## src/efd_pkg.sv

```systemverilog
package efd_pkg;

    localparam int INDEX_W = 16;

    localparam logic [15:0] TAG_GROUP     = 16'hFFFE;
    localparam logic [15:0] TAG_ITEM      = 16'hE000;
    localparam logic [15:0] TAG_SEQ_DELIM = 16'hE0DD;

    typedef enum logic [1:0] {
        ST_DELIM    = 2'd0,
        ST_RAN_OUT  = 2'd1,
        ST_BAD_TAG  = 2'd2,
        ST_TOO_LONG = 2'd3
    } status_t;

    typedef enum logic [4:0] {
        PH_IDLE    = 5'b00001,
        PH_HEADER  = 5'b00010,
        PH_SKIP    = 5'b00100,
        PH_PAYLOAD = 5'b01000,
        PH_DONE    = 5'b10000
    } phase_t;

    typedef struct packed {
        logic [7:0]         fragment_byte;
        logic               has_byte;
        logic [INDEX_W-1:0] fragment_index;
        logic               fragment_end;
        logic               done_res;
        status_t            end_status;
    } result_t;

endpackage

```

## src/efd_parser.sv

```systemverilog
module efd_parser
    import efd_pkg::*;
(
    input  logic        clk,
    input  logic        rst_n,
    input  logic        cfg_fire,
    input  logic [31:0] cfg_data,
    input  logic        in_fire,
    input  logic [7:0]  data_byte,
    input  logic        region_start,
    output logic        res_valid,
    output result_t     res
);

    logic [31:0]        region_length_reg;
    phase_t             phase_reg, phase_next;
    logic [55:0]        header_reg, header_next;
    logic [2:0]         hcount_reg, hcount_next;
    logic [31:0]        offset_reg, offset_next;
    logic [31:0]        remain_reg, remain_next;
    logic               first_reg, first_next;
    logic [INDEX_W-1:0] count_reg, count_next;

    phase_t             ph;
    logic [55:0]        hdr;
    logic [2:0]         hcnt;
    logic [31:0]        rem;
    logic [31:0]        rem_dec;
    logic               first;
    logic [INDEX_W-1:0] cnt;
    logic [INDEX_W-1:0] cnt_inc;
    logic [31:0]        left;
    logic               left_ge8;
    logic [63:0]        full_hdr;
    logic [15:0]        grp;
    logic [15:0]        elem;
    logic [31:0]        len;
    logic               is_item;
    logic               len_gt_left;

    always_comb
    begin
        ph    = phase_reg;
        hdr   = header_reg;
        hcnt  = hcount_reg;
        rem   = remain_reg;
        first = first_reg;
        cnt   = count_reg;
        offset_next = offset_reg;
        if (region_start)
        begin
            ph          = PH_HEADER;
            hdr         = '0;
            hcnt        = '0;
            rem         = '0;
            first       = 1'b1;
            cnt         = '0;
            offset_next = '0;
        end
        offset_next = offset_next + 32'd1;

        left        = (region_length_reg > offset_next) ? region_length_reg - offset_next
                                                       : 32'd0;
        left_ge8    = (left >= 32'd8);
        full_hdr    = {data_byte, hdr};
        grp         = full_hdr[15:0];
        elem        = full_hdr[31:16];
        len         = full_hdr[63:32];
        is_item     = (grp == TAG_GROUP) && (elem == TAG_ITEM);
        len_gt_left = (len > left);
        cnt_inc     = (cnt != {INDEX_W{1'b1}}) ? cnt + 1'b1 : cnt;
        rem_dec     = (rem != 32'd0) ? rem - 32'd1 : 32'd0;

        phase_next  = ph;
        header_next = hdr;
        hcount_next = hcnt;
        remain_next = rem;
        first_next  = first;
        count_next  = cnt;
        res_valid   = 1'b0;
        res         = '0;
        res.fragment_index = cnt;

        if (region_start && (region_length_reg < 32'd8))
        begin
            // short region: byte is accepted but not parsed
            offset_next    = '0;
            phase_next     = PH_DONE;
            res_valid      = 1'b1;
            res.done_res   = 1'b1;
            res.end_status = ST_RAN_OUT;
        end
        else
        begin
            unique case (ph)
                PH_HEADER:
                begin
                    if (hcnt != 3'd7)
                    begin
                        for (int i = 0; i < 7; i++)
                        begin
                            if (hcnt == 3'(i))
                                header_next[8*i +: 8] = data_byte;
                        end
                        hcount_next = hcnt + 3'd1;
                    end
                    else
                    begin
                        header_next = '0;
                        hcount_next = '0;
                        if (first && is_item)
                        begin
                            first_next = 1'b0;
                            if (len_gt_left || ((len == 32'd0) && !left_ge8))
                            begin
                                phase_next     = PH_DONE;
                                res_valid      = 1'b1;
                                res.done_res   = 1'b1;
                                res.end_status = ST_RAN_OUT;
                            end
                            else if (len != 32'd0)
                            begin
                                remain_next = len;
                                phase_next  = PH_SKIP;
                            end
                        end
                        else
                        begin
                            first_next = 1'b0;
                            res_valid  = 1'b1;
                            priority if ((grp == TAG_GROUP) && (elem == TAG_SEQ_DELIM))
                            begin
                                phase_next     = PH_DONE;
                                res.done_res   = 1'b1;
                                res.end_status = ST_DELIM;
                            end
                            else if (!is_item)
                            begin
                                phase_next     = PH_DONE;
                                res.done_res   = 1'b1;
                                res.end_status = ST_BAD_TAG;
                            end
                            else if (len_gt_left)
                            begin
                                phase_next     = PH_DONE;
                                res.done_res   = 1'b1;
                                res.end_status = ST_TOO_LONG;
                            end
                            else if (len == 32'd0)
                            begin
                                // empty fragment
                                count_next       = cnt_inc;
                                res.fragment_end = 1'b1;
                                if (!left_ge8)
                                begin
                                    phase_next     = PH_DONE;
                                    res.done_res   = 1'b1;
                                    res.end_status = ST_RAN_OUT;
                                end
                            end
                            else
                            begin
                                res_valid   = 1'b0;
                                remain_next = len;
                                phase_next  = PH_PAYLOAD;
                            end
                        end
                    end
                end
                PH_SKIP:
                begin
                    remain_next = rem_dec;
                    if (rem_dec == 32'd0)
                    begin
                        phase_next  = PH_HEADER;
                        header_next = '0;
                        hcount_next = '0;
                        if (!left_ge8)
                        begin
                            phase_next     = PH_DONE;
                            res_valid      = 1'b1;
                            res.done_res   = 1'b1;
                            res.end_status = ST_RAN_OUT;
                        end
                    end
                end
                PH_PAYLOAD:
                begin
                    remain_next       = rem_dec;
                    res_valid         = 1'b1;
                    res.fragment_byte = data_byte;
                    res.has_byte      = 1'b1;
                    if (rem_dec == 32'd0)
                    begin
                        res.fragment_end = 1'b1;
                        count_next       = cnt_inc;
                        phase_next       = PH_HEADER;
                        header_next      = '0;
                        hcount_next      = '0;
                        if (!left_ge8)
                        begin
                            phase_next     = PH_DONE;
                            res.done_res   = 1'b1;
                            res.end_status = ST_RAN_OUT;
                        end
                    end
                end
                default:
                begin
                    // idle or done: byte ignored
                    offset_next = offset_reg;
                end
            endcase
        end
    end

    always_ff @(posedge clk or negedge rst_n)
    begin
        if (!rst_n)
        begin
            region_length_reg <= '0;
            phase_reg         <= PH_IDLE;
            header_reg        <= '0;
            hcount_reg        <= '0;
            offset_reg        <= '0;
            remain_reg        <= '0;
            first_reg         <= 1'b1;
            count_reg         <= '0;
        end
        else
        begin
            if (cfg_fire)
                region_length_reg <= cfg_data;
            if (in_fire)
            begin
                phase_reg  <= phase_next;
                header_reg <= header_next;
                hcount_reg <= hcount_next;
                offset_reg <= offset_next;
                remain_reg <= remain_next;
                first_reg  <= first_next;
                count_reg  <= count_next;
            end
        end
    end

endmodule

```

## src/efd_out_reg.sv

```systemverilog
module efd_out_reg
    import efd_pkg::*;
(
    input  logic    clk,
    input  logic    rst_n,
    input  logic    load,
    input  result_t res,
    input  logic    out_ready,
    output logic    out_valid,
    output logic    can_load,
    output result_t out_res
);

    logic    valid_reg, valid_next;
    result_t res_reg;

    assign can_load   = !valid_reg || out_ready;
    assign valid_next = load ? 1'b1 : (valid_reg && !out_ready);
    assign out_valid  = valid_reg;
    assign out_res    = res_reg;

    always_ff @(posedge clk or negedge rst_n)
    begin
        if (!rst_n)
            valid_reg <= 1'b0;
        else
            valid_reg <= valid_next;
    end

    always_ff @(posedge clk)
    begin
        if (load)
            res_reg <= res;
    end

endmodule

```

## src/encapsulated_fragment_deframer.sv

```systemverilog
// Latency: a result appears in the cycle after the byte that causes it is taken.
// Throughput: one byte per cycle; in_ready drops only while a held result waits
// on out_ready (single output register).
// Reset (rst_n, async, active low): region_length 0, parser idle, no result held;
// bytes are ignored until a word with region_start set.
module encapsulated_fragment_deframer
    import efd_pkg::*;
(
    input  logic               clk,
    input  logic               rst_n,
    input  logic               cfg_valid,
    output logic               cfg_ready,
    input  logic [31:0]        region_length,
    input  logic               in_valid,
    output logic               in_ready,
    input  logic [7:0]         data_byte,
    input  logic               region_start,
    output logic               out_valid,
    input  logic               out_ready,
    output logic [7:0]         fragment_byte,
    output logic               has_byte,
    output logic [INDEX_W-1:0] fragment_index,
    output logic               fragment_end,
    output logic               done_res,
    output logic [1:0]         end_status
);

    logic    in_fire;
    logic    res_valid;
    result_t res;
    result_t out_res;

    assign cfg_ready = 1'b1;
    assign in_fire   = in_valid && in_ready;

    efd_parser u_parser (
        .clk          (clk),
        .rst_n        (rst_n),
        .cfg_fire     (cfg_valid && cfg_ready),
        .cfg_data     (region_length),
        .in_fire      (in_fire),
        .data_byte    (data_byte),
        .region_start (region_start),
        .res_valid    (res_valid),
        .res          (res)
    );

    efd_out_reg u_out (
        .clk       (clk),
        .rst_n     (rst_n),
        .load      (in_fire && res_valid),
        .res       (res),
        .out_ready (out_ready),
        .out_valid (out_valid),
        .can_load  (in_ready),
        .out_res   (out_res)
    );

    assign fragment_byte  = out_res.fragment_byte;
    assign has_byte       = out_res.has_byte;
    assign fragment_index = out_res.fragment_index;
    assign fragment_end   = out_res.fragment_end;
    assign done_res       = out_res.done_res;
    assign end_status     = out_res.end_status;

    a_status_only_when_done: assert property (@(posedge clk) disable iff (!rst_n)
        out_valid && !done_res |-> end_status == ST_DELIM)
        else $error("status set without done");

    a_byte_done_ran_out: assert property (@(posedge clk) disable iff (!rst_n)
        out_valid && has_byte && done_res |-> end_status == ST_RAN_OUT && fragment_end)
        else $error("byte with done must end fragment and report ran out");

    a_empty_fragment: assert property (@(posedge clk) disable iff (!rst_n)
        out_valid && !has_byte && !done_res |-> fragment_end)
        else $error("byteless result is neither done nor empty fragment");

    a_byte_zero_when_none: assert property (@(posedge clk) disable iff (!rst_n)
        out_valid && !has_byte |-> fragment_byte == 8'd0)
        else $error("fragment_byte set without has_byte");

endmodule

```

## config.mk

```make
export PLATFORM = sky130hd
export DESIGN_NAME = encapsulated_fragment_deframer
export DESIGN_NICKNAME = d
export VERILOG_FILES = /design/src/efd_pkg.sv /design/src/efd_parser.sv /design/src/efd_out_reg.sv /design/src/encapsulated_fragment_deframer.sv
export SDC_FILE = /design/constraint.sdc
export NUM_CORES = 1
export LEC_CHECK = 0
export BUFFER_PORTS_ARGS = -buffer_cell sky130_fd_sc_hd__buf_2
export CORE_ASPECT_RATIO = 1.4
export CORE_UTILIZATION = 39
export CTS_CLUSTER_DIAMETER = 50
export CTS_CLUSTER_SIZE = 24
export DETAILED_ROUTE_END_ITERATION = 8
export HOLD_SLACK_MARGIN = 0.06
export PLACE_DENSITY_LB_ADDON = 0.3
export SKIP_LAST_GASP = 1
export SLEW_MARGIN = 0
export SYNTH_ARGS = -nofsm -noshare
export SYNTH_HDL_FRONTEND = slang
export SYNTH_SLANG_ARGS = --single-unit
```

## constraint.sdc

```tcl
create_clock -name clk -period 16.2 [get_ports clk]
set_input_delay 1.62 -clock clk [delete_from_list [all_inputs] [get_ports clk]]
set_output_delay 1.62 -clock clk [all_outputs]
set_load 0.01 [all_outputs]
```

Yosys cells after proc, flatten, opt, wreduce, memory -nomap -nowiden. Index checks and enable logic that the tools add are counted.

Bits in latches: 0. Word-level logic and storage cells: 153. Output and inout port bits: 32. Memories: 0. Bits in registers: 207. Bits in writable memories: 0. ROM bits: 0.

Multiplexer cells: 91. Add/sub/neg operators: 5. Order comparisons: 4. Divide/modulo/power cells: 0. Shift-type cells: 0. Reduce and logical (&&, ||, !) cells: 23. Bitwise logic cells: 1. Equal/unequal tests: 14. Multipliers: 0.

Operators with widths (number): 32-bit 2-to-1 mux (15); 56-bit 2-to-1 mux (4); 16-bit 2-to-1 mux (10); 56-bit one-hot mux with 2 select lines (1); 5-bit 2-to-1 mux (13); 32-bit greater-than comparator (2); 32-bit zero test (2); 32-bit one-hot mux with 2 select lines (1); 32-bit nonzero test (2); 8-bit 2-to-1 mux (7); 16-bit equality test, second input constant (3); 3-bit 2-to-1 mux (11); 32-bit by 1-bit adder with 32-bit output, second input constant (1); 32-bit by 4-bit greater-or-equal comparator with 1-bit output, second input constant (1); 32-bit by 4-bit less-than comparator with 1-bit output, second input constant (1); 16-bit one-hot mux with 2 select lines (1); 32-bit by 1-bit subtractor with 32-bit output, second input constant (1); 32-bit subtractor (1); 1-bit 2-to-1 mux (20); 16-bit by 1-bit adder with 16-bit output, second input constant (1); 16-bit inequality test, second input constant (1); 4-bit 2-to-1 mux (3); 5-bit one-hot mux with 2 select lines (1); 3-bit equality test, second input constant (3); other kinds (20) (32).

Longest topological paths before layout. Gate-level depths: netlist of the first run.

Word-level depth: 15. Gate-level depth with buffers: 43. Mapped depth without buffers: 32.

Cells and area by module. From an unflattened synthesis of the first run, not the netlist that was laid out.

Cells, all modules: 1670. Area total of the unflattened synthesis: 14446.4 um2.

Modules (own cells, without submodules): efd_parser (times used 1, cells an instance 1634, area an instance 13504.2 um2); efd_out_reg (times used 1, cells an instance 32, area an instance 918.4 um2); encapsulated_fragment_deframer (times used 1, cells an instance 4, area an instance 23.8 um2).

Worst setup path after synthesis of the first run. OpenSTA, ideal clock, no wires.

Kind: input -> register. From: input port region_start. To: register u_out.res_reg (netlist bit u_out.out_res[0]), enable pin. Path buffers: 13. Data arrival time: 10.541 ns. Stages on the path: 41. Setup slack: 5.244 ns. Cells stage by stage: buf_2 > buf_2 > buf_2 > buf_1 > buf_1 > clkbuf_1 > clkbuf_1 > clkbuf_1 > nor2b_1 > ha_1 > inv_1 > nor4_1 > buf_2 > xnor2_1 > ha_1 > clkbuf_1 > nand4_1 > nand2b_1 > (+5 left out) > a21oi_1 > o21a_1 > clkbuf_1 > buf_1 > nand2_1 > ha_1 > nand4_1 > nor4_1 > o311ai_0 > or2_2 > o22ai_1 > inv_1 > nand3_1 > nor2b_1 > clkbuf_1 > a211oi_1 > a2111oi_0 > nor2_1.

Longest elaborated chain between the ends: 14. Elaborated cells on any way between the ends: 43. Those cells by class: 3 x add/sub; 3 x order compare; 7 x eq/ne; 19 x mux; 11 x reduce/logical.

RTL lines: start: declaration (line encapsulated_fragment_deframer.sv:17) `input logic region_start,`; 32-bit 2-to-1 mux (line efd_parser.sv:50) `if (region_start)`; 32-bit by 1-bit adder with 32-bit output (line efd_parser.sv:60) `offset_next = offset_next + 32'd1;`; 32-bit subtractor or 32-bit greater-than comparator (tied branches) (line efd_parser.sv:62) `left = (region_length_reg > offset_next) ? region_length_reg - offset_next`; 32-bit 2-to-1 mux (line efd_parser.sv:62); 32-bit by 4-bit greater-or-equal comparator with 1-bit output (line efd_parser.sv:64) `left_ge8 = (left >= 32'd8);`; 1-bit zero test (line efd_parser.sv:114) `if (len_gt_left || ((len == 32'd0) && !left_ge8))`; 1-bit logical AND (line efd_parser.sv:114); 1-bit logical OR (line efd_parser.sv:114); 1-bit 2-to-1 mux (line efd_parser.sv:114); 1-bit 2-to-1 mux (line efd_parser.sv:111) `if (first && is_item)`; 1-bit 2-to-1 mux (line efd_parser.sv:98) `if (hcnt != 3'd7)`; 1-bit one-hot mux with 3 select lines (line efd_parser.sv:95) `unique case (ph)`; 1-bit 2-to-1 mux (*) (line efd_parser.sv:84) `if (region_start && (region_length_reg < 32'd8))`; 1-bit logical AND (*) (line encapsulated_fragment_deframer.sv:51) `.load (in_fire && res_valid),`; net u_out.load (line efd_out_reg.sv:6) `input logic load,`; end signal: assignment (line efd_out_reg.sv:33) `res_reg <= res;`; end: declaration (line efd_out_reg.sv:15) `result_t res_reg;`.

The timed path passes the listed nets; every way through them passes the cells marked *. A chain may end at the register's enable or synchronous reset.

Worst setup path in the final report of the first run.
From: input port region_start. To: register u_out.res_reg (netlist bit u_out.out_res[4]), enable pin.

Same word-level chain as after synthesis.

==> results of run 1 <==
==> cell usage in the layout, fill, tap and decap left out, types with 13 or more instances in the layout <==
cell type / count
nand3_1: 51
nor4_1: 29
a211oi_1: 13
o21ai_0: 138
nor2b_1: 54
o211ai_1: 14
xnor2_1: 40
and2_1: 25
a21o_1: 26
dfrtp_1: 176
clkbuf_16: 24
edfxtp_1: 29
a21oi_1: 105
a22o_1: 54
buf_2: 74
inv_1: 34
mux2_2: 36
and3_1: 27
a31oi_1: 23
ha_1: 71
nand2b_1: 20
nand2_1: 225
nor2_1: 109
o21a_1: 16
nand4_1: 36
buf_4: 18
xor2_1: 19
nor3_1: 52
==> stage by stage <==
| stage | cell area [sq um] | worst slack, ns |
|---|---|---|
| after floorplan | 14780 | 5.244 |
| after global placement | 15510 | 5.900 |
| after detailed placement | 15510 | 5.646 |
| after CTS | 16390 | 6.191 |
| after global routing | 16390 | 5.352 |
| final | 16390 | 6.060 |
==> cells by family after synthesis <==
logic type | Yosys count | share of synthesized area (%)
buf+inv | 133 | 3.489
xor+xnor | 60 | 3.649
compound gates | 517 | 23.35
flops | 207 | 36.05
other cells | 1 | 0.02538
mux | 41 | 3.082
fa+ha+maj | 73 | 6.215
simple gates | 702 | 24.13
==> power by group <==
| part | internal, mW | leakage, nW | total (mW) | switching, mW |
|---|---|---|---|---|
| combinational | 0.140 | 3.89 | 0.372 | 0.233 |
| clock | 0.303 | 0.421 | 0.596 | 0.293 |
| sequential | 0.563 | 2.70 | 0.600 | 0.0369 |
==> how the worst max path moves through the flow <==
stage	startpoint	endpoint	slack (ns)	cells after the start
after global routing	region_start	u_out.out_res[9]	5.35	28
after CTS	region_start	u_out.out_res[4]	6.19	28
after detailed placement	region_start	u_out.out_res[9]	5.65	28
final	region_start	u_out.out_res[4]	6.06	28
after floorplan	region_start	u_out.out_res[0]	5.24	41
after global placement	region_start	u_out.out_res[6]	5.90	30
==> worst max-delay path, cell delays in order <==
cell and delay (ns):
buf_4 0.29, nand4b_4 0.29, nor4_2 0.80, nand3_1 0.36, nor3_1 0.46, nand2_1 0.12
xor2_1 0.15, or2_2 0.29, ha_1 0.48, a21o_1 0.17, a21o_1 0.12, a21o_1 0.15
a211oi_1 0.08, o21ai_0 0.43, o21a_1 0.90, or3b_2 0.53, ha_1 0.32, nand4_1 0.09
nor4_1 0.41, a211oi_1 0.14, a22oi_1 0.39, nand3_1 0.30, nor2b_1 0.17, buf_4 0.21
o21bai_1 0.08, a2111oi_0 0.71, nor2_2 0.04, buf_4 0.27
==> per-layer routing <==
layer / vias up / share of wire (%) / GRT usage [%]
met2: 504 / 50 / 42.40
met5: - / 0.070 / 0
met4: 4 / 5.8 / 15.63
met3: 161 / 5.3 / 3.648
li1: 6518 / - / -
met1: 6726 / 39 / 27.65
==> area by class of cell <==
class / instances / share of cell area (%)
diodes: 2 / 0.03053
clock buffers: 24 / 3.663
clock inverters: 20 / 1.725
inverters: 35 / 0.8013
multi-input cells: 1394 / 54.51
flip-flops and latches: 207 / 32.50
well taps: 473 / 3.610
repair buffers: 93 / 3.167
==> impl_metrics.ini, run 1 <==
[yosys]
seq_area_frac_synth_pct = 36.05
yosysUniqueCellTypes = 90
synth-edff-count = 29
async_flop_share_pct = 85.99
syn_area_per_cell_sq_um = 8.522
synthTopCellsByArea = dfrtp_1 30%, ha_1 6.0%, edfxtp_1 5.9%
synth_top_area_share_pct = 29.81
synth_top_area_cell = dfrtp_1
postSynthNetCount = 1852
yosys-top-cells-count = 225 x nand2_1, 176 x dfrtp_1, 138 x o21ai_0, 110 x nor2_1, 105 x a21oi_1
syn_inst = 1734
syn-cell-area_sq_um = 14780
yosys_register_bits = 207
ys.flop_type = dfrtp_1
synth_warnings = 0
yosysMostFrequentCell = nand2_1

[placement]
place_hpwl_um = 34440
gp_congestion = 0.9359
port_buffers = 76
placed_cells = 2202

[sta]
fin_crit_ns = 10.14
hold_violations = 0
slew_headroom_pct = 19.20
setup_tns_ns = 0
fin_crit_sh_pct = 62.59
fmax_mhz = 98.62
worstMarginPinSlew_ns = 1.209
holdWs_ns = 0.4943
clock-skew-final_ns = 0.02626
setup_viol = 0
slew_viol_final = 0
rsz0062_at_grt = false

[routing]
post_drt_wl_per_cell_um = 20.93
drcViolationCount = 14
ant_nets = 0
routed_via_density = 6.189
num_vias = 13910
postRouteWirelength_um = 47040
first_pass_iters = 7
drt_first_iter_violations = 1141

[layout]
largest_reg_flops = 56
multi_input_area_sq_um = 8936
stdcell_count = 2248
post-route-util_pct = 43.82
final-seq-area_sq_um = 5328
fin_nets = 1873
areaGrowthSynthToFinish_pct = 10.95
layout-drive-gt1-share_pct = 11.56
fillers = 3742

[setup_path]
critPathRequiredTime_ns = 16.48
r2r_end = u_out.out_res[4]
arrival_ns = 10.42
crit_path_max_fanout = 62
endpoint_kind = register
ff2ff_path_depth = 27
critPathKind = in2reg
worstReg2RegStart = u_parser.offset_reg[3]
cp-start-kind = input pin
r2r_slack_ns = 7.11

[global_route]
antenna_found_initial = 4
grt_overflow = 0
grt.total_usage_pct = 24.25
grt_pass1_vias = 13550
grt_max_degree = 121
grt_pass1_wl_um = 74490

[clocking]
clk_latency_ns = 0.57
clkTransAtPathRegs_ns = 0.08
ctsHoldBuffers = 0
ctsResizeCount = 0
clockRootBuffer = clkbuf_16
htree_num_levels = 1
clockBufferDepth = 3
cts_tree = done
post-cts-setup-buffers = 0
clock_sinks = 207
cts_buffers = 24

[floorplan]
num_rows = 84
dieWidth_um = 166.5
floorplan.die_area_sq_um = 38680
core-area_sq_um = 37420
die_y_um = 232.3
io_pins = 78
initial_utilization_pct = 39.49

[power]
peakVddDrop_v = 0.0001009
cellPowerDensity_nw_per_um2 = 95.70
leakage_nw = 7.010
total_power_mw = 1.569

[flow_run]
maxCapViolCount = 0

[min_path]
hold_start = u_parser.offset_reg[31]
holdPathEnd = u_parser.offset_reg[31]
hold_path.class = reg2reg
hold_depth = 2

[status]
status = complete, but fails checks
violations = design-rule violations
Power figures use the tool's default switching activity.
==> run 2, diff against run 1 <==
--- a/config.mk
+++ b/config.mk
@@ -5,6 +5,7 @@
 export SDC_FILE = /design/constraint.sdc
 export NUM_CORES = 1
 export LEC_CHECK = 0
+export ABC_AREA = 1
 export BUFFER_PORTS_ARGS = -buffer_cell sky130_fd_sc_hd__buf_2
 export CORE_ASPECT_RATIO = 1.4
 export CORE_UTILIZATION = 39
==> constraint.sdc (replaced) <==
create_clock -name clk -period 9.8 [get_ports clk]
set_input_delay 0.98 -clock clk [delete_from_list [all_inputs] [get_ports clk]]
set_output_delay 0.98 -clock clk [all_outputs]
set_load 0.01 [all_outputs]
==> impl_metrics.ini, run 2 <==
[sta]
worstMarginPinSlew_ns = 1.117
hold_violations = 0
setup_viol = 0
fin_crit_sh_pct = 84.25
fin_crit_ns = 8.257
fmax_mhz = 121.1
slew_viol_final = 0
clock-skew-final_ns = 0.01903
rsz0062_at_grt = false
slew_headroom_pct = 25.47
setup_tns_ns = 0

[setup_path]
cp-start-kind = input pin
critPathBufInv = 7
crit_top_cell = nand2_1
cpMaxStageDelayCell = nor4_1
cp_top_family = simple AND/OR/NAND/NOR gates
critPathKind = in2reg
crit_path_max_fanout = 30
critPathRequiredTime_ns = 10.22
arrival_ns = 8.67
endpoint_kind = register
max_stage_delay_ns = 0.55

[routing]
routed_via_density = 5.643
drcViolationCount = 0
post_drt_wl_per_cell_um = 18.27
drt_first_iter_violations = 1388
first_pass_iters = 6
num_vias = 17430
ant_nets = 0
postRouteWirelength_um = 56440

[floorplan]
die_y_um = 249.6
floorplan.die_area_sq_um = 44650
io_pins = 78
initial_utilization_pct = 39.61
core-area_sq_um = 43130
num_rows = 90
dieWidth_um = 178.9

[yosys]
syn_inst = 2496
yosys_register_bits = 207
synth-edff-count = 29
synth_top_area_cell = dfrtp_1
postSynthNetCount = 2614
ys.flop_type = dfrtp_1
syn-cell-area_sq_um = 17080
syn_area_per_cell_sq_um = 6.844
async_flop_share_pct = 85.99
yosys-top-cells-count = 540 x nand2_1, 306 x nor2_1, 293 x inv_1, 237 x o21ai_0, 176 x dfrtp_1
synth_top_area_share_pct = 25.78
synth_warnings = 0
synthTopCellsByArea = dfrtp_1 26%, nand2_1 12%, o21ai_0 6.9%
yosysUniqueCellTypes = 63
seq_area_frac_synth_pct = 31.19
yosysMostFrequentCell = nand2_1

[layout]
final_common_cell = nand2_1
n_antenna_cell = 0
areaGrowthSynthToFinish_pct = 10.18
post-route-util_pct = 43.64
most-common-layout-cells = 540 x nand2_1, 306 x nor2_1, 293 x inv_1
final_area_sq_um = 18820
stdcell_count = 3089
layout-drive-gt1-share_pct = 9.854
largest_reg_flops = 56
fillers = 4468
fin_nets = 2633

[clocking]
post-cts-setup-buffers = 0
ctsResizeCount = 0
clockRootBuffer = clkbuf_16
ctsHoldBuffers = 0
clk_latency_ns = 0.58
cts_buffers = 28
htree_num_levels = 1
clock_sinks = 207
cts_tree = done
clockBufferDepth = 3
clkTransAtPathRegs_ns = 0.06

[placement]
place_hpwl_um = 40730
placed_cells = 3037
port_buffers = 76
dpl_cell_area_sq_um = 17800
gp_congestion = 0.9557

[min_path]
hold_path.class = reg2reg

[global_route]
grt_overflow = 0
antenna_found_initial = 0
grt.total_usage_pct = 25.50
grt_max_degree = 114
grt_pass1_wl_um = 90280
grt_pass1_vias = 17130

[status]
status = complete, no violations

[flow_run]
maxCapViolCount = 0

[power]
peakVddDrop_v = 0.0001402
cellPowerDensity_nw_per_um2 = 203.0
leakage_nw = 8.262
## run 2: changes by cell type after synthesis, sizes merged, moves of 75 or more
cell   before  now
nor2      110  323
o21ai     145  261
inv        35  313
nand2     225  553
nand3      52  127
## run 2: power breakdown
| part | total (mW) | internal (mW) | switching [mW] |
|---|---|---|---|
| combinational | 1.63 | 0.508 | 1.12 |
| clock | 1.11 | 0.641 | 0.468 |
| sequential | 1.08 | 1.00 | 0.0786 |
## run 2: metrics by stage
| step | power [mW] | setup WS, ns | hold slack, ns |
|---|---|---|---|
| 6_report | 3.821 | 1.543 | 0.4736 |
| 5_1_grt | 4.078 | 0.7275 | 0.4958 |
| 4_1_cts | 3.822 | 1.653 | 0.4746 |
| 3_5_place_dp | 2.697 | 1.056 | 0.4636 |
| 3_3_place_gp | 2.669 | 1.175 | 0.4518 |
| 2_1_floorplan | 2.289 | 1.364 | 0.4430 |
## run 2: path summary, 6_finish.rpt
kind | cells past startpoint | start | slack, ns | to
worst min-delay path | 2 | u_parser.phase_reg[0] | 0.47 | u_parser.phase_reg[0]
min in group asynchronous | 1 | rst_n | 0.50 | u_parser.region_length_reg[2]
worst max-delay path | 37 | region_start | 1.54 | u_parser.count_reg[10]
worst min register to register | 2 | u_parser.phase_reg[0] | 0.47 | u_parser.phase_reg[0]
max in group asynchronous | 2 | rst_n | 7.77 | u_parser.header_reg[31]
worst max register to register | 37 | u_parser.offset_reg[0] | 1.88 | u_parser.count_reg[10]
## run 2: layer usage
metal,up-vias,part of all wire [%],GRT usage (%)
met1,8198,40,30.18
met3,164,5.5,2.986
met4,0,5.4,13.22
met5,-,0,0
li1,8455,-,-
met2,614,49,44.51
## run 2: cell families (layout without fill, tap and decap cells)
logic type / after synthesis / after routing / share of synthesized area [%]
multiplexers: 37 / 37 / 2.417
buffers and inverters: 429 / 470 / 10.17
AO/OA/AOI/OAI: 566 / 566 / 19.28
AND/OR/NAND/NOR: 1126 / 1126 / 28.54
XOR/XNOR: 58 / 58 / 3.062
other: 1 / 1 / 0.02195
adder cells (fa/ha/maj): 72 / 72 / 5.318
flip-flops: 207 / 207 / 31.19
## run 2: layout make-up
cell class	instances	area (sq um)	share of cell area (%)
flip-flops and latches	207	5328	28.31
well taps	552	690.7	3.669
inverters	320	1210	6.428
clock inverters	23	294.0	1.562
clock buffers	29	725.7	3.856
multi-input cells	1860	10020	53.22
repair buffers	98	556.8	2.958
## run 2: worst register-to-register path, delay by kind of cell, from the launching register on
kind / cells / cell delay [ns]
AND/OR/NAND/NOR: 23 / 4.63
AO/OA/AOI/OAI: 6 / 1.19
adder cells (fa/ha/maj): 3 / 0.91
flip-flops: 1 / 0.37
buffers and inverters: 4 / 0.36
XOR/XNOR: 1 / 0.33
